$ cat config.mk
export PLATFORM = sky130hd
export DESIGN_NAME = ordered_list_round_robin_cursor
export DESIGN_NICKNAME = d
export VERILOG_FILES = /design/src/hdl/olrr_pkg.sv /design/src/hdl/olrr_ram.sv /design/src/hdl/ordered_list_round_robin_cursor.sv
export SDC_FILE = /design/constraint.sdc
export NUM_CORES = 1
export LEC_CHECK = 0
export BUFFER_PORTS_ARGS = -buffer_cell sky130_fd_sc_hd__buf_4
export CAP_MARGIN = 20
export CORE_AREA = 5 5 262 264
export CTS_CLUSTER_SIZE = 16
export DETAILED_ROUTE_END_ITERATION = 16
export DIE_AREA = 0 0 267 269
export PLACE_DENSITY = 0.63
export SYNTH_ARGS = -nofsm -noshare
export SYNTH_HDL_FRONTEND = slang
export SYNTH_SLANG_ARGS = --single-unit
export TNS_END_PERCENT = 100
$ cat constraint.sdc
create_clock -name clk -period 4.2 [get_ports clk]
set_input_delay 0 -clock clk [delete_from_list [all_inputs] [get_ports clk]]
set_output_delay 0 -clock clk [all_outputs]
set_load 0.01 [all_outputs]
$ cat src/hdl/olrr_pkg.sv
// ----------------------------------------------------------------------------
// olrr_pkg
// shared types and codes for the ordered list with round-robin cursor
// ----------------------------------------------------------------------------
package olrr_pkg;

    // operation codes carried in the action field
    typedef enum logic [2:0] {
        ACT_APPEND   = 3'd0,
        ACT_REMOVE   = 3'd1,
        ACT_POP      = 3'd2,
        ACT_READ     = 3'd3,
        ACT_ADV_WRAP = 3'd4,
        ACT_ADVANCE  = 3'd5
    } action_t;

    // result status codes
    typedef enum logic [1:0] {
        ST_OK    = 2'd0,
        ST_RANGE = 2'd1,
        ST_FULL  = 2'd2
    } status_t;

    typedef struct packed {
        logic [2:0]  action;
        logic [31:0] value;
        logic [3:0]  index;
    } req_item_t;

    typedef struct packed {
        logic [31:0] data;
        logic [1:0]  status;
        logic [4:0]  entry_count;
        logic        cursor_valid;
        logic [31:0] current_value;
    } rsp_item_t;

endpackage

$ cat src/hdl/olrr_ram.sv
// ----------------------------------------------------------------------------
// olrr_ram
// handle storage, one write port and one read port with registered read data
// ----------------------------------------------------------------------------
module olrr_ram #(
    parameter int DEPTH = 16,
    parameter int WIDTH = 32
) (
    input  logic                     clk,
    input  logic                     we,
    input  logic [$clog2(DEPTH)-1:0] waddr,
    input  logic [WIDTH-1:0]         wdata,
    input  logic                     re,
    input  logic [$clog2(DEPTH)-1:0] raddr,
    output logic [WIDTH-1:0]         rdata
);

    logic [WIDTH-1:0] mem [DEPTH];
    logic [WIDTH-1:0] rdata_reg;

    always_ff @(posedge clk)
    begin
        if (we)
        begin
            mem[waddr] <= wdata;
        end
    end

    // read data holds while no read is issued
    always_ff @(posedge clk)
    begin
        if (re)
        begin
            rdata_reg <= mem[raddr];
        end
    end

    assign rdata = rdata_reg;

endmodule

$ cat src/hdl/ordered_list_round_robin_cursor.sv
// ----------------------------------------------------------------------------
// ordered_list_round_robin_cursor
// bounded ordered list of handles with a round-robin cursor
// ----------------------------------------------------------------------------
// usage:
//   req channel carries one item (action, value, index); rsp channel returns
//   exactly one item per request (data, status, entry_count, cursor_valid,
//   current_value). both channels use valid/stall; an item moves on a rising
//   edge with valid high and stall low.
//   the list sits in a single-port-write, single-port-read memory; a small
//   sequencer drives that port over and over. removal and pop shift the later
//   entries up one place per cycle through the memory port.
//   an accepted item passes through execute, cursor read and capture states;
//   read adds a data fetch after execute; remove adds one shift step per
//   later entry and a drop step; pop adds a pop step, one shift step per
//   remaining entry and a drop step; an item that fails a check adds none.
//   one item is worked on at a time: req_stall is high from acceptance until
//   the result is loaded into the rsp register, and the next item is taken
//   in the cycle after that; no item starts before the last one is done.
//   a finished result waits in the rsp register while the next item is taken
//   in; if the rsp register is still full and stalled when the next result is
//   ready, the sequencer holds until it drains.
//   reset empties the list and clears the cursor; entries need no clearing
//   since only values at positions below the count are ever used.
// ----------------------------------------------------------------------------
module ordered_list_round_robin_cursor #(
    parameter int DEPTH        = 16,
    parameter int HANDLE_WIDTH = 32
) (
    input  logic                 clk,
    input  logic                 rst_n,
    input  logic                 req_valid,
    output logic                 req_stall,
    input  olrr_pkg::req_item_t  req,
    output logic                 rsp_valid,
    input  logic                 rsp_stall,
    output olrr_pkg::rsp_item_t  rsp
);

    localparam int ADDR_W  = $clog2(DEPTH);
    localparam int CNT_W   = $clog2(DEPTH + 1);
    localparam int CMP_W   = (CNT_W > 4) ? CNT_W : 4;
    localparam int STORE_W = (HANDLE_WIDTH < 32) ? HANDLE_WIDTH : 32;

    typedef enum logic [2:0] {
        S_IDLE,
        S_EXEC,
        S_POP,
        S_DATA,
        S_SHIFT,
        S_DROP,
        S_READ,
        S_CAP
    } state_t;

    state_t              state_reg, state_next;

    // latched request
    olrr_pkg::action_t   act_reg, act_next;
    logic [STORE_W-1:0]  val_reg, val_next;
    logic [3:0]          idx_reg, idx_next;

    // list state
    logic [CNT_W-1:0]    count_reg, count_next;
    logic [ADDR_W-1:0]   cur_reg, cur_next;
    logic                cur_ok_reg, cur_ok_next;

    // shift walk
    logic [ADDR_W-1:0]   pos_reg, pos_next;
    logic [ADDR_W-1:0]   ptr_reg, ptr_next;

    // result being built
    logic [31:0]         data_reg, data_next;
    olrr_pkg::status_t   status_reg, status_next;

    // rsp register
    logic                rsp_valid_reg, rsp_valid_next;
    olrr_pkg::rsp_item_t rsp_reg, rsp_next;

    // memory port
    logic                mem_we;
    logic [ADDR_W-1:0]   mem_waddr;
    logic [STORE_W-1:0]  mem_wdata;
    logic                mem_re;
    logic [ADDR_W-1:0]   mem_raddr;
    logic [STORE_W-1:0]  mem_rdata;

    logic                idx_in_range;
    logic                list_full;
    logic                list_empty;
    logic [CNT_W-1:0]    cur_plus1;

    olrr_ram #(
        .DEPTH (DEPTH),
        .WIDTH (STORE_W)
    ) u_ram (
        .clk   (clk),
        .we    (mem_we),
        .waddr (mem_waddr),
        .wdata (mem_wdata),
        .re    (mem_re),
        .raddr (mem_raddr),
        .rdata (mem_rdata)
    );

    assign idx_in_range = (CMP_W'(idx_reg) < CMP_W'(count_reg));
    assign list_full    = (count_reg == CNT_W'(DEPTH));
    assign list_empty   = (count_reg == '0);
    assign cur_plus1    = CNT_W'(cur_reg) + CNT_W'(1);

    always_comb
    begin
        state_next     = state_reg;
        act_next       = act_reg;
        val_next       = val_reg;
        idx_next       = idx_reg;
        count_next     = count_reg;
        cur_next       = cur_reg;
        cur_ok_next    = cur_ok_reg;
        pos_next       = pos_reg;
        ptr_next       = ptr_reg;
        data_next      = data_reg;
        status_next    = status_reg;
        rsp_valid_next = rsp_valid_reg;
        rsp_next       = rsp_reg;
        mem_we         = 1'b0;
        mem_waddr      = '0;
        mem_wdata      = '0;
        mem_re         = 1'b0;
        mem_raddr      = '0;

        // rsp register drains when taken
        if (rsp_valid_reg && !rsp_stall)
        begin
            rsp_valid_next = 1'b0;
        end

        unique case (state_reg)
            S_IDLE:
            begin
                if (req_valid)
                begin
                    act_next    = olrr_pkg::action_t'(req.action);
                    val_next    = STORE_W'(req.value);
                    idx_next    = req.index;
                    data_next   = '0;
                    status_next = olrr_pkg::ST_OK;
                    state_next  = S_EXEC;
                end
            end

            S_EXEC:
            begin
                state_next = S_READ;
                case (act_reg)
                    olrr_pkg::ACT_APPEND:
                    begin
                        if (list_full)
                        begin
                            status_next = olrr_pkg::ST_FULL;
                        end
                        else
                        begin
                            mem_we     = 1'b1;
                            mem_waddr  = ADDR_W'(count_reg);
                            mem_wdata  = val_reg;
                            count_next = count_reg + CNT_W'(1);
                            if (list_empty)
                            begin
                                cur_ok_next = 1'b1;
                                cur_next    = '0;
                            end
                        end
                    end
                    olrr_pkg::ACT_REMOVE:
                    begin
                        if (!idx_in_range)
                        begin
                            status_next = olrr_pkg::ST_RANGE;
                        end
                        else
                        begin
                            pos_next = ADDR_W'(idx_reg);
                            ptr_next = ADDR_W'(idx_reg);
                            if (CNT_W'(idx_reg) + CNT_W'(1) < count_reg)
                            begin
                                mem_re     = 1'b1;
                                mem_raddr  = ADDR_W'(idx_reg) + ADDR_W'(1);
                                state_next = S_SHIFT;
                            end
                            else
                            begin
                                state_next = S_DROP;
                            end
                        end
                    end
                    olrr_pkg::ACT_POP:
                    begin
                        if (list_empty)
                        begin
                            status_next = olrr_pkg::ST_RANGE;
                        end
                        else
                        begin
                            mem_re     = 1'b1;
                            mem_raddr  = '0;
                            pos_next   = '0;
                            state_next = S_POP;
                        end
                    end
                    olrr_pkg::ACT_READ:
                    begin
                        if (!idx_in_range)
                        begin
                            status_next = olrr_pkg::ST_RANGE;
                        end
                        else
                        begin
                            mem_re     = 1'b1;
                            mem_raddr  = ADDR_W'(idx_reg);
                            state_next = S_DATA;
                        end
                    end
                    olrr_pkg::ACT_ADV_WRAP:
                    begin
                        if (list_empty)
                        begin
                            status_next = olrr_pkg::ST_RANGE;
                        end
                        else if (cur_ok_reg && (cur_plus1 < count_reg))
                        begin
                            cur_next = cur_reg + ADDR_W'(1);
                        end
                        else
                        begin
                            cur_ok_next = 1'b1;
                            cur_next    = '0;
                        end
                    end
                    olrr_pkg::ACT_ADVANCE:
                    begin
                        if (list_empty)
                        begin
                            status_next = olrr_pkg::ST_RANGE;
                        end
                        else if (cur_ok_reg)
                        begin
                            if (cur_plus1 < count_reg)
                            begin
                                cur_next = cur_reg + ADDR_W'(1);
                            end
                            else
                            begin
                                cur_ok_next = 1'b0;
                                cur_next    = '0;
                            end
                        end
                    end
                    default:
                    begin
                        // unused codes leave the list alone
                    end
                endcase
            end

            S_POP:
            begin
                data_next = 32'(mem_rdata);
                ptr_next  = '0;
                if (count_reg > CNT_W'(1))
                begin
                    mem_re     = 1'b1;
                    mem_raddr  = ADDR_W'(1);
                    state_next = S_SHIFT;
                end
                else
                begin
                    state_next = S_DROP;
                end
            end

            S_DATA:
            begin
                data_next  = 32'(mem_rdata);
                state_next = S_READ;
            end

            S_SHIFT:
            begin
                // move entry ptr+1 into ptr, fetch the next one behind it
                mem_we    = 1'b1;
                mem_waddr = ptr_reg;
                mem_wdata = mem_rdata;
                ptr_next  = ptr_reg + ADDR_W'(1);
                if (CNT_W'(ptr_reg) + CNT_W'(2) < count_reg)
                begin
                    mem_re    = 1'b1;
                    mem_raddr = ptr_reg + ADDR_W'(2);
                end
                else
                begin
                    state_next = S_DROP;
                end
            end

            S_DROP:
            begin
                if (count_reg == CNT_W'(1))
                begin
                    count_next  = '0;
                    cur_ok_next = 1'b0;
                    cur_next    = '0;
                end
                else
                begin
                    count_next = count_reg - CNT_W'(1);
                    // cursor follows its entry; a cursor on the removed entry steps back one, one at 0 stays at 0
                    if (cur_ok_reg && (cur_reg >= pos_reg) && (cur_reg != '0))
                    begin
                        cur_next = cur_reg - ADDR_W'(1);
                    end
                end
                state_next = S_READ;
            end

            S_READ:
            begin
                mem_re     = 1'b1;
                mem_raddr  = cur_reg;
                state_next = S_CAP;
            end

            S_CAP:
            begin
                if (!rsp_valid_reg || !rsp_stall)
                begin
                    rsp_valid_next        = 1'b1;
                    rsp_next.data         = data_reg;
                    rsp_next.status       = status_reg;
                    rsp_next.entry_count  = 5'(count_reg);
                    rsp_next.cursor_valid = cur_ok_reg;
                    rsp_next.current_value =
                        (cur_ok_reg && (CNT_W'(cur_reg) < count_reg)) ?
                        32'(mem_rdata) : 32'd0;
                    state_next            = S_IDLE;
                end
            end

            default:
            begin
                state_next = S_IDLE;
            end
        endcase
    end

    always_ff @(posedge clk or negedge rst_n)
    begin
        if (!rst_n)
        begin
            state_reg     <= S_IDLE;
            act_reg       <= olrr_pkg::ACT_APPEND;
            val_reg       <= '0;
            idx_reg       <= '0;
            count_reg     <= '0;
            cur_reg       <= '0;
            cur_ok_reg    <= 1'b0;
            pos_reg       <= '0;
            ptr_reg       <= '0;
            data_reg      <= '0;
            status_reg    <= olrr_pkg::ST_OK;
            rsp_valid_reg <= 1'b0;
            rsp_reg       <= '0;
        end
        else
        begin
            state_reg     <= state_next;
            act_reg       <= act_next;
            val_reg       <= val_next;
            idx_reg       <= idx_next;
            count_reg     <= count_next;
            cur_reg       <= cur_next;
            cur_ok_reg    <= cur_ok_next;
            pos_reg       <= pos_next;
            ptr_reg       <= ptr_next;
            data_reg      <= data_next;
            status_reg    <= status_next;
            rsp_valid_reg <= rsp_valid_next;
            rsp_reg       <= rsp_next;
        end
    end

    assign req_stall = (state_reg != S_IDLE);
    assign rsp_valid = rsp_valid_reg;
    assign rsp       = rsp_reg;

`ifndef SYNTHESIS
    // count never passes capacity
    a_count_bound: assert property (@(posedge clk) disable iff (!rst_n)
        count_reg <= CNT_W'(DEPTH))
        else $error("entry count above capacity");

    // a valid cursor always names a live entry
    a_cursor_live: assert property (@(posedge clk) disable iff (!rst_n)
        cur_ok_reg |-> (CNT_W'(cur_reg) < count_reg))
        else $error("cursor points past the tail");

    // an accepted item keeps the input side closed on the next cycle
    a_busy_after_accept: assert property (@(posedge clk) disable iff (!rst_n)
        (req_valid && !req_stall) |=> req_stall)
        else $error("input reopened right after accepting an item");

    // a result waiting under stall is never overwritten
    a_rsp_hold: assert property (@(posedge clk) disable iff (!rst_n)
        (rsp_valid && rsp_stall) |=> (rsp_valid && $stable(rsp)))
        else $error("stalled result changed");
`endif

endmodule
=== Word level (Yosys, flattened, before mapping) ===
Memory sizes are Yosys's and may differ from the RTL's. A register that Yosys moved wholly into a read port is not among the register bits.
Cells that the tools add are included.

* Flip-flop bits (word level): 167
* Memory bits (writable): 512
* Bits of input ports: 43
* Output and inout port bits: 74
* Word-level logic and storage cells: 181
* Memories kept: 1

* Add/subtract/negate cells: 10
* Order comparisons: 7
* Equal/unequal tests: 36
* Mux-type cells: 78
* Reductions and logical operators: 32

{| class="wikitable"
|+ Memory list
! name !! words !! bits a word !! rd ports !! clocked after memory_dff !! wr ports !! RTL line !! source
|-
| u_ram.mem || 16 || 32 || 1 || 1 || 1 || olrr_ram.sv:18 || <nowiki>logic [WIDTH-1:0] mem [DEPTH];</nowiki>
|}

{| class="wikitable"
|+ Operators by type and width
! kind !! number
|-
| two-way mux 32 bit || 4
|-
| one-hot mux 32 bit (2 select lines) || 2
|-
| two-way mux 4 bit || 18
|-
| one-hot mux 4 bit (2 select lines) || 4
|-
| != test 3 bit, second input constant || 10
|-
| two-way mux 1 bit || 24
|-
| one-hot mux 4 bit (3 select lines) || 2
|-
| one-hot mux 3 bit (7 select lines) || 1
|-
| equality test 3 bit, second input constant || 6
|-
| != test 2 bit, second input constant || 8
|-
| one-hot mux 4 bit (4 select lines) || 1
|-
| AND reduction 8 bit || 2
|-
| less-than comparator 5 bit || 3
|-
| two-way mux 3 bit || 5
|-
| two-way mux 5 bit || 3
|-
| adder 4 x 1 -> 4 bit, second input constant || 3
|-
| equality test 3 x 2 -> 1 bit, second input constant || 4
|-
| adder 4 x 1 -> 5 bit, second input constant || 2
|-
| less-than comparator 4 x 5 -> 1 bit || 2
|-
| two-way mux 2 bit || 5
|-
| one-hot mux 5 bit (2 select lines) || 1
|-
| one-hot mux 3 bit (3 select lines) || 1
|-
| AND reduction 3 bit || 3
|-
| nonzero test 2 bit || 4
|-
| 30 further kinds || 45
|}

=== Depth between registers and ports, before layout ===
Gate-level depths: netlist of the first run.

* Depth after elaboration: 7
* Gate-level depth with buffers: 15
* Depth with buffers taken out: 11

=== Cells and area by module ===
From an unflattened synthesis of the first run, not the netlist that was laid out.

* Cells, all modules: 1651
* Area total of the unflattened synthesis: 28305.9 um^2

{| class="wikitable"
|+ Modules (own cells, without submodules)
! module !! instances !! cells an instance !! area each (um^2) !! seq. area each (um^2)
|-
| olrr_ram || 1 || 838 || 20155.6 || 16335.7
|-
| ordered_list_round_robin_cursor || 1 || 813 || 8150.3 || 4179.0
|}

=== Worst setup path before layout of the first run ===
Ideal clock, no wire load.

* Kind: register to register
* Start point: reg state_reg[1]
* End point: mem u_ram.mem[1][0], enable pin
* Setup time: 0.421 ns
* Arrival time: 3.719 ns
* Required time: 3.779 ns
* Slack: 0.060 ns
* Stages on the path, launching flop included: 9
* Clock period less this slack: 4.140 ns
* Cell sequence: dfrtp_1 -> clkbuf_1 -> or3_1 -> nor4_1 -> and2_1 -> clkbuf_1 -> nand3_1 -> a21o_1 -> nor2_1

* Cells in the longest elaborated chain, start to end: 4

{| class="wikitable"
|+ Ends and longest elaborated chain
! element !! RTL line !! source
|-
| start, declared || ordered_list_round_robin_cursor.sv:56 || <nowiki>state_t state_reg, state_next;</nowiki>
|-
| start signal, assigned || ordered_list_round_robin_cursor.sv:376 || <nowiki>state_reg <= state_next;</nowiki>
|-
| equality test 3 bit / equality test 3 x 1 -> 1 bit (equally long branches) || ordered_list_round_robin_cursor.sv:138 || <nowiki>unique case (state_reg)</nowiki>
|-
| one-hot mux 1 bit (2 select lines) || ordered_list_round_robin_cursor.sv:138 ||
|-
| two-way mux 1 bit || olrr_ram.sv:23 || <nowiki>if (we)</nowiki>
|-
| two-way mux 1 bit (not written as such) || olrr_ram.sv:25 || <nowiki>mem[waddr] <= wdata;</nowiki>
|-
| end, declared || olrr_ram.sv:18 ||
|}

Parallel ways exist; a longest one is shown, timed or not.

=== Worst setup path in the final report of the first run ===
* Start point: reg idx_reg[1]
* End point: reg u_ram.rdata_reg[22], in the netlist u_ram.rdata[22] (read register of u_ram.mem), data pin

* Cells in the longest elaborated chain, start to end: 6

{| class="wikitable"
|+ Ends and longest elaborated chain
! element !! RTL line !! source
|-
| start, declared || ordered_list_round_robin_cursor.sv:61 || <nowiki>logic [3:0] idx_reg, idx_next;</nowiki>
|-
| start signal, assigned || ordered_list_round_robin_cursor.sv:379 || <nowiki>idx_reg <= idx_next;</nowiki>
|-
| adder 4 x 1 -> 5 bit || ordered_list_round_robin_cursor.sv:185 || <nowiki>if (CNT_W'(idx_reg) + CNT_W'(1) < count_reg)</nowiki>
|-
| less-than comparator 5 bit || ordered_list_round_robin_cursor.sv:185 ||
|-
| two-way mux 1 bit / two-way mux 4 bit (equally long branches) || ordered_list_round_robin_cursor.sv:185 ||
|-
| two-way mux 1 bit / two-way mux 4 bit (equally long branches) || ordered_list_round_robin_cursor.sv:177 || <nowiki>if (!idx_in_range)</nowiki>
|-
| one-hot mux 1 bit (3 select lines) / one-hot mux 4 bit (2 select lines) (equally long branches) || ordered_list_round_robin_cursor.sv:155 || <nowiki>case (act_reg)</nowiki>
|-
| one-hot mux 1 bit (4 select lines) / one-hot mux 4 bit (4 select lines) (equally long branches) || ordered_list_round_robin_cursor.sv:138 ||
|-
| end, declared || olrr_ram.sv:19 || <nowiki>logic [WIDTH-1:0] rdata_reg;</nowiki>
|}

Parallel ways exist; a longest one is shown, timed or not.
A chain may end at the register's enable or synchronous reset.

==> results of run 1 <==
-- layout by cell type (no fill, tap or decap), types with 22 or more instances in the layout --
master	count
buf_12	23
dlygate4sd3_1	42
ha_1	32
dfrtp_1	167
edfxtp_1	544
clkbuf_16	74
mux2_2	37
a22o_1	68
nor3b_1	128
inv_1	22
nor2_1	26
buf_4	181
o21ai_0	66
a211oi_1	243
or4_1	31
a21oi_1	153
nand2_1	348
-- power by group --
part           switching [W]  total [W]  internal (W)
registers            0.00102     0.0105       0.00949
logic                0.00633    0.00994       0.00361
clock network        0.00266    0.00636       0.00371
total                 0.0100     0.0268        0.0168
-- stage by stage --
step | power [W] | setup slack (ns) | instances | hold slack (ns) | util [%]
after floorplan | 0.0166 | 0.0596 | 2201 | -0.296 | -
after global placement | 0.0202 | 0.280 | 3110 | 0.151 | 48.0
after detailed placement | 0.0205 | 0.272 | 3110 | 0.157 | 48.0
after CTS | 0.0269 | 0.223 | 3283 | 0.0841 | 52.2
after global routing | 0.0283 | 0.00728 | 3283 | 0.146 | 52.2
final | 0.0268 | 0.164 | 3284 | 0.0561 | 52.2
-- repair_timing --
| action | in CTS | in global routing |
|---|---|---|
| setup endpoints to repair | 0 | 4 |
| hold buffers | 42 | 0 |
| gates resized for setup | 0 | 1 |
| endpoints found under the hold margin | 184 | 0 |
-- final cells by class --
class | count | area share [%]
timing repair buffer | 247 | 6.51
multi-input combinational | 1299 | 24.1
inverter | 22 | 0.239
clock buffer | 97 | 5.74
antenna | 1 | 0.00723
tap | 873 | 3.16
sequential | 711 | 59.3
clock inverter | 34 | 1.00
-- cells by family (layout without fill, tap and decap cells) --
family,after synthesis,in the layout,synth area share [%]
DFF,711,711,69.6
buffers and inverters,191,400,2.79
other,0,1,0
xor gates and xnor gates,5,5,0.149
and+or+nand+nor,608,608,10.2
AOI/OAI and AO/OA,616,616,14.4
muxes,38,38,1.45
adders and majority gates,32,32,1.36
-- worst paths after layout --
check	endpoint	slack, ns	cells past startpoint
max	u_ram.rdata[22]	0.16	12
min	rsp[37]	0.06	2
max reg2reg	u_ram.rdata[22]	0.16	12
min reg2reg	rsp[63]	0.47	2
max in group asynchronous	val_reg[19]	3.06	3
min in group clk	act_reg[2]	0.16	4
-- per-layer routing --
layer  vias up  part of all wire [%]  global-route usage, %
met4         0                   2.5                   6.60
met5         -                     0                      0
met1      9889                    41                   30.0
li1       8735                     -                      -
met3       133                   8.5                   4.50
met2       820                    48                   36.1
==> flow_summary.yaml, run 1 <==
status:
  outcome: "complete, no violations"
sta:
  period_minus_slack_ns: 4.04
  fin_crit_sh_pct: 96.1
  hold_viol_final: 0
  rsz0062_at_grt: "no"
  fmax_mhz: 248
  finalSetupTns_ns: 0
  finClkSkew_ns: 0.0232
  drv_slew: 0
  setup_violations: 0
  relSlewSlack_pct: 29.7
  worstMarginPinSlew_ns: 1.05
global_routing:
  grt_max_degree: 109
  track_usage_pct: 22.0
  antenna_found_initial: 1
  grt_first_pass_wirelength_um: 121000
  grt-ovfl-total: 0
  grt_pass1_vias: 19074
logic_synthesis:
  async_flop_share_pct: 23.5
  synth_most_common_cell: "edfxtp_1"
  synth_seq_cells: 711
  synth_cells: 2201
  syn_nets: 2276
  synth_ff_type: "edfxtp_1"
  synthDistinctLibCells: 68
  syn_area_per_cell_um2: 13.4
  yosysTopAreaCell: "edfxtp_1"
  yosys_warnings: 0
  synth_common_cells: "edfxtp_1 (544), nand2_1 (348), a211oi_1 (243)"
  synthTopCellsByArea: "edfxtp_1 (55%), dfrtp_1 (14%), a211oi_1 (6.2%)"
  synthDominantCellAreaShare_pct: 55.4
  synth_seq_area_share_pct: 69.6
  syn_area_um2: 29500
  synth-edff-count: 544
cts:
  cts_sinks: 711
  cts_tree: "built"
  cts-root-buf: "clkbuf_16"
  clk_pin_slew_ns: 0.06
  cts_setup_buffers: 0
  clkLatencyLatePin_ns: 0.61
  cts_made_buffers: 72
  htree_levels: 3
  clock_path_buffers: 3
cells_and_area:
  ff_latch_area_um2: 20500
  drive_gt1_share_pct: 16.3
  area_delta_synth_final_pct: 17.5
  multiInputGateArea_um2: 8330
  largest_reg_flops: 512
  final_area_um2: 34600
  final_nets: 2428
  num-fill-cells: 5502
critical_path:
  critPathBufInv: 1
  critical-path-top-delay-family: "compound AO/OA/AOI/OAI gates"
  crit_slowest_cell: "or4_1"
  path_cells: "ha_1 -> xor2_1 -> ha_1 -> a211o_1 -> a31oi_2 -> o21a_1 -> o21a_4 -> buf_4 -> nor3b_1 -> a211oi_2 -> a211oi_1 -> or4_1"
  start_kind: "flop"
  timing.critical_path.to_type: "flop"
  crit_start: "idx_reg[1]"
  worstReg2RegStart: "idx_reg[1]"
  crit_required_ns: 4.53
  criticalPathCategory: "flop to flop"
  crit_arrival_ns: 4.37
  cpPeakStageDelay_ns: 0.53
  cp_max_fo: 21
  cpMostUsedCell: "ha_1"
power:
  power_density_nw_per_um2: 775
  leakage_nw: 12.3
  peakVddDrop_mv: 0.562
drt:
  first_iter_violations: 1970
  drt-total-wl_um: 80800
  ant_nets: 0
  wl_per_cell_um: 24.6
  drt-vias-per-instance: 5.96
  drc: 0
  dr.pass1.iters: 5
  vias: 19577
die:
  core_region_area_um2: 66300
  die_width_um: 267
  fp.dieH_um: 269
  start_util_pct: 44.4
  rows: 95
  die-area_um2: 71800
  ios: 117
hold_path:
  hold_class: "input port to async pin"
place:
  io_buffers: 116
  place_congestion: 0.904
  post-dp-hpwl_um: 45400
  placed_area_um2: 31800
run:
  maxCapViolCount: 0
(Power assumes the default switching activity.)
==> inputs of run 2 (changes only) <==
Settings changed: CELL_PAD_IN_SITES_DETAIL_PLACEMENT set to 0, CELL_PAD_IN_SITES_GLOBAL_PLACEMENT set to 1, PLACE_DENSITY 0.63 to 0.73, TNS_END_PERCENT 100 to not set.
==> flow_summary.yaml, run 2 (synthesis gave the netlist of run 1 again) <==
status:
  outcome: "complete, no violations"
critical_path:
  cp_max_fo: 17
  crit_end: "u_ram.rdata[24]"
  crit_arrival_ns: 4.29
  crit_start: "idx_reg[1]"
  reg2reg_slack_ns: 0.25
  start_kind: "flop"
  path_cells: "ha_1 -> xor2_1 -> ha_1 -> a211o_1 -> a31oi_1 -> o21a_1 -> o21a_4 -> buf_4 -> nor3b_1 -> a211oi_1 -> a211oi_1 -> or4_1"
  criticalPathCategory: "flop to flop"
  timing.critical_path.to_type: "flop"
  cpPeakStageDelay_ns: 0.52
  reg2regPathDepth: 12
  crit_slowest_cell: "or4_1"
  worstReg2RegEnd: "u_ram.rdata[24]"
  crit_required_ns: 4.54
  worstReg2RegStart: "idx_reg[1]"
place:
  place_congestion: 0.878
  io_buffers: 116
  post-dp-hpwl_um: 45800
cts:
  post_cts_resized: 0
  clkLatencyLatePin_ns: 0.61
  cts_made_buffers: 74
  cts_setup_buffers: 0
  htree_levels: 3
  clock_path_buffers: 3
  cts_sinks: 711
  cts-root-buf: "clkbuf_16"
  cts_tree: "built"
  clk_pin_slew_ns: 0.06
drt:
  ant_nets: 0
  wl_per_cell_um: 25.1
  dr.pass1.iters: 5
  first_iter_violations: 1903
  vias: 19604
  drt-vias-per-instance: 5.98
  drc: 0
  drt-total-wl_um: 82300
cells_and_area:
  final_common_cell: "edfxtp_1"
  area_delta_synth_final_pct: 17.4
  post-route-util_pct: 52.1
  largest_reg_flops: 512
  mostFrequentLayoutCells: "edfxtp_1 (544), nand2_1 (348), a211oi_1 (243), buf_4 (177), dfrtp_1 (167)"
  final_nets: 2426
  drive_gt1_share_pct: 15.7
die:
  start_util_pct: 44.4
  rows: 95
  ios: 117
  core_region_area_um2: 66300
  die-area_um2: 71800
  fp.dieH_um: 269
  die_width_um: 267
sta:
  setup_violations: 0
  fmax_mhz: 253
  fin_crit_sh_pct: 94.0
  finClkSkew_ns: 0.0192
  period_minus_slack_ns: 3.95
  worstMarginPinSlew_ns: 1.08
  hold_slack_ns: 0.150
  finalSetupTns_ns: 0
  hold_viol_final: 0
  rsz0062_at_grt: "no"
  relSlewSlack_pct: 28.0
  drv_slew: 0
global_routing:
  antenna_found_initial: 3
  grt_max_degree: 113
  track_usage_pct: 22.3
  grt_pass1_vias: 19162
  grt-ovfl-total: 0
  grt_first_pass_wirelength_um: 122000
power:
  peakVddDrop_mv: 0.639
  leakage_nw: 12.3
  power_density_nw_per_um2: 774
run:
  maxCapViolCount: 0
hold_path:
  hold_class: "input port to flop"
## run 2: cell types whose count changed in the layout (fill, tap and decap cells not counted), sizes merged
cell,previous run,this run
clkinv,21,16
clkbuf,98,110
bufinv,6,5
clkinvlp,5,0
buf,204,199
dlygate4sd3,42,43
## run 2: area by class of cell
class,count,area (um^2)
clock inverters,23,285
inverters,22,82.6
clock buffers,109,2060
diodes,1,2.50
flip-flops and latches,711,20500
repair buffers,243,2220
multi-input cells,1299,8320
fillers,5551,31800
well taps,873,1090
## run 2: how the worst min path moves through the flow
stage | start | endpoint | depth (start not counted)
4_1_cts | req[37] | act_reg[1] | 4
5_1_grt | req[15] | val_reg[11] | 3
3_3_place_gp | rst_n | status_reg[1] | 1
3_5_place_dp | rst_n | status_reg[1] | 1
2_1_floorplan | rst_n | act_reg[0] | 0
6_report | req[37] | act_reg[1] | 4
## run 2: timing repair
action                                  CTS  global route
hold endpoints to repair                238             0
hold buffers                             44             0
endpoints found under the setup margin    0             0
## run 2: per-layer routing
metal | wire length, um | vias to the layer above | track usage (%)
met5 | 0 | - | 0
met4 | 2230 | 0 | 6.70
met3 | 6860 | 162 | 4.37
met2 | 37900 | 807 | 35.3
met1 | 35300 | 9911 | 31.8
li1 | - | 8724 | -
## run 2: critical path: cells and delay by family, from the launching register on
kind | cells | cell delay, ns
AOI/OAI and AO/OA | 6 | 1.61
buffers and inverters | 1 | 0.33
and+or+nand+nor | 2 | 0.61
adders and majority gates | 2 | 0.54
DFF | 1 | 0.42
xor gates and xnor gates | 1 | 0.16
## run 2: through the flow
step	worst slack (ns)	cells	total power (W)	cell area, um^2
after floorplan	0.0596	2201	0.0166	29500
after global placement	0.392	3102	0.0202	31700
after detailed placement	0.271	3104	0.0204	31800
after CTS	0.263	3280	0.0269	34600
after global routing	0.0263	3280	0.0282	34600
final	0.251	3281	0.0268	34600
## run 2: power by group
part | internal, W | switching, W
combinational | 0.00349 | 0.00636
clock | 0.00371 | 0.00266
sequential | 0.00950 | 0.00104
total | 0.0167 | 0.0101
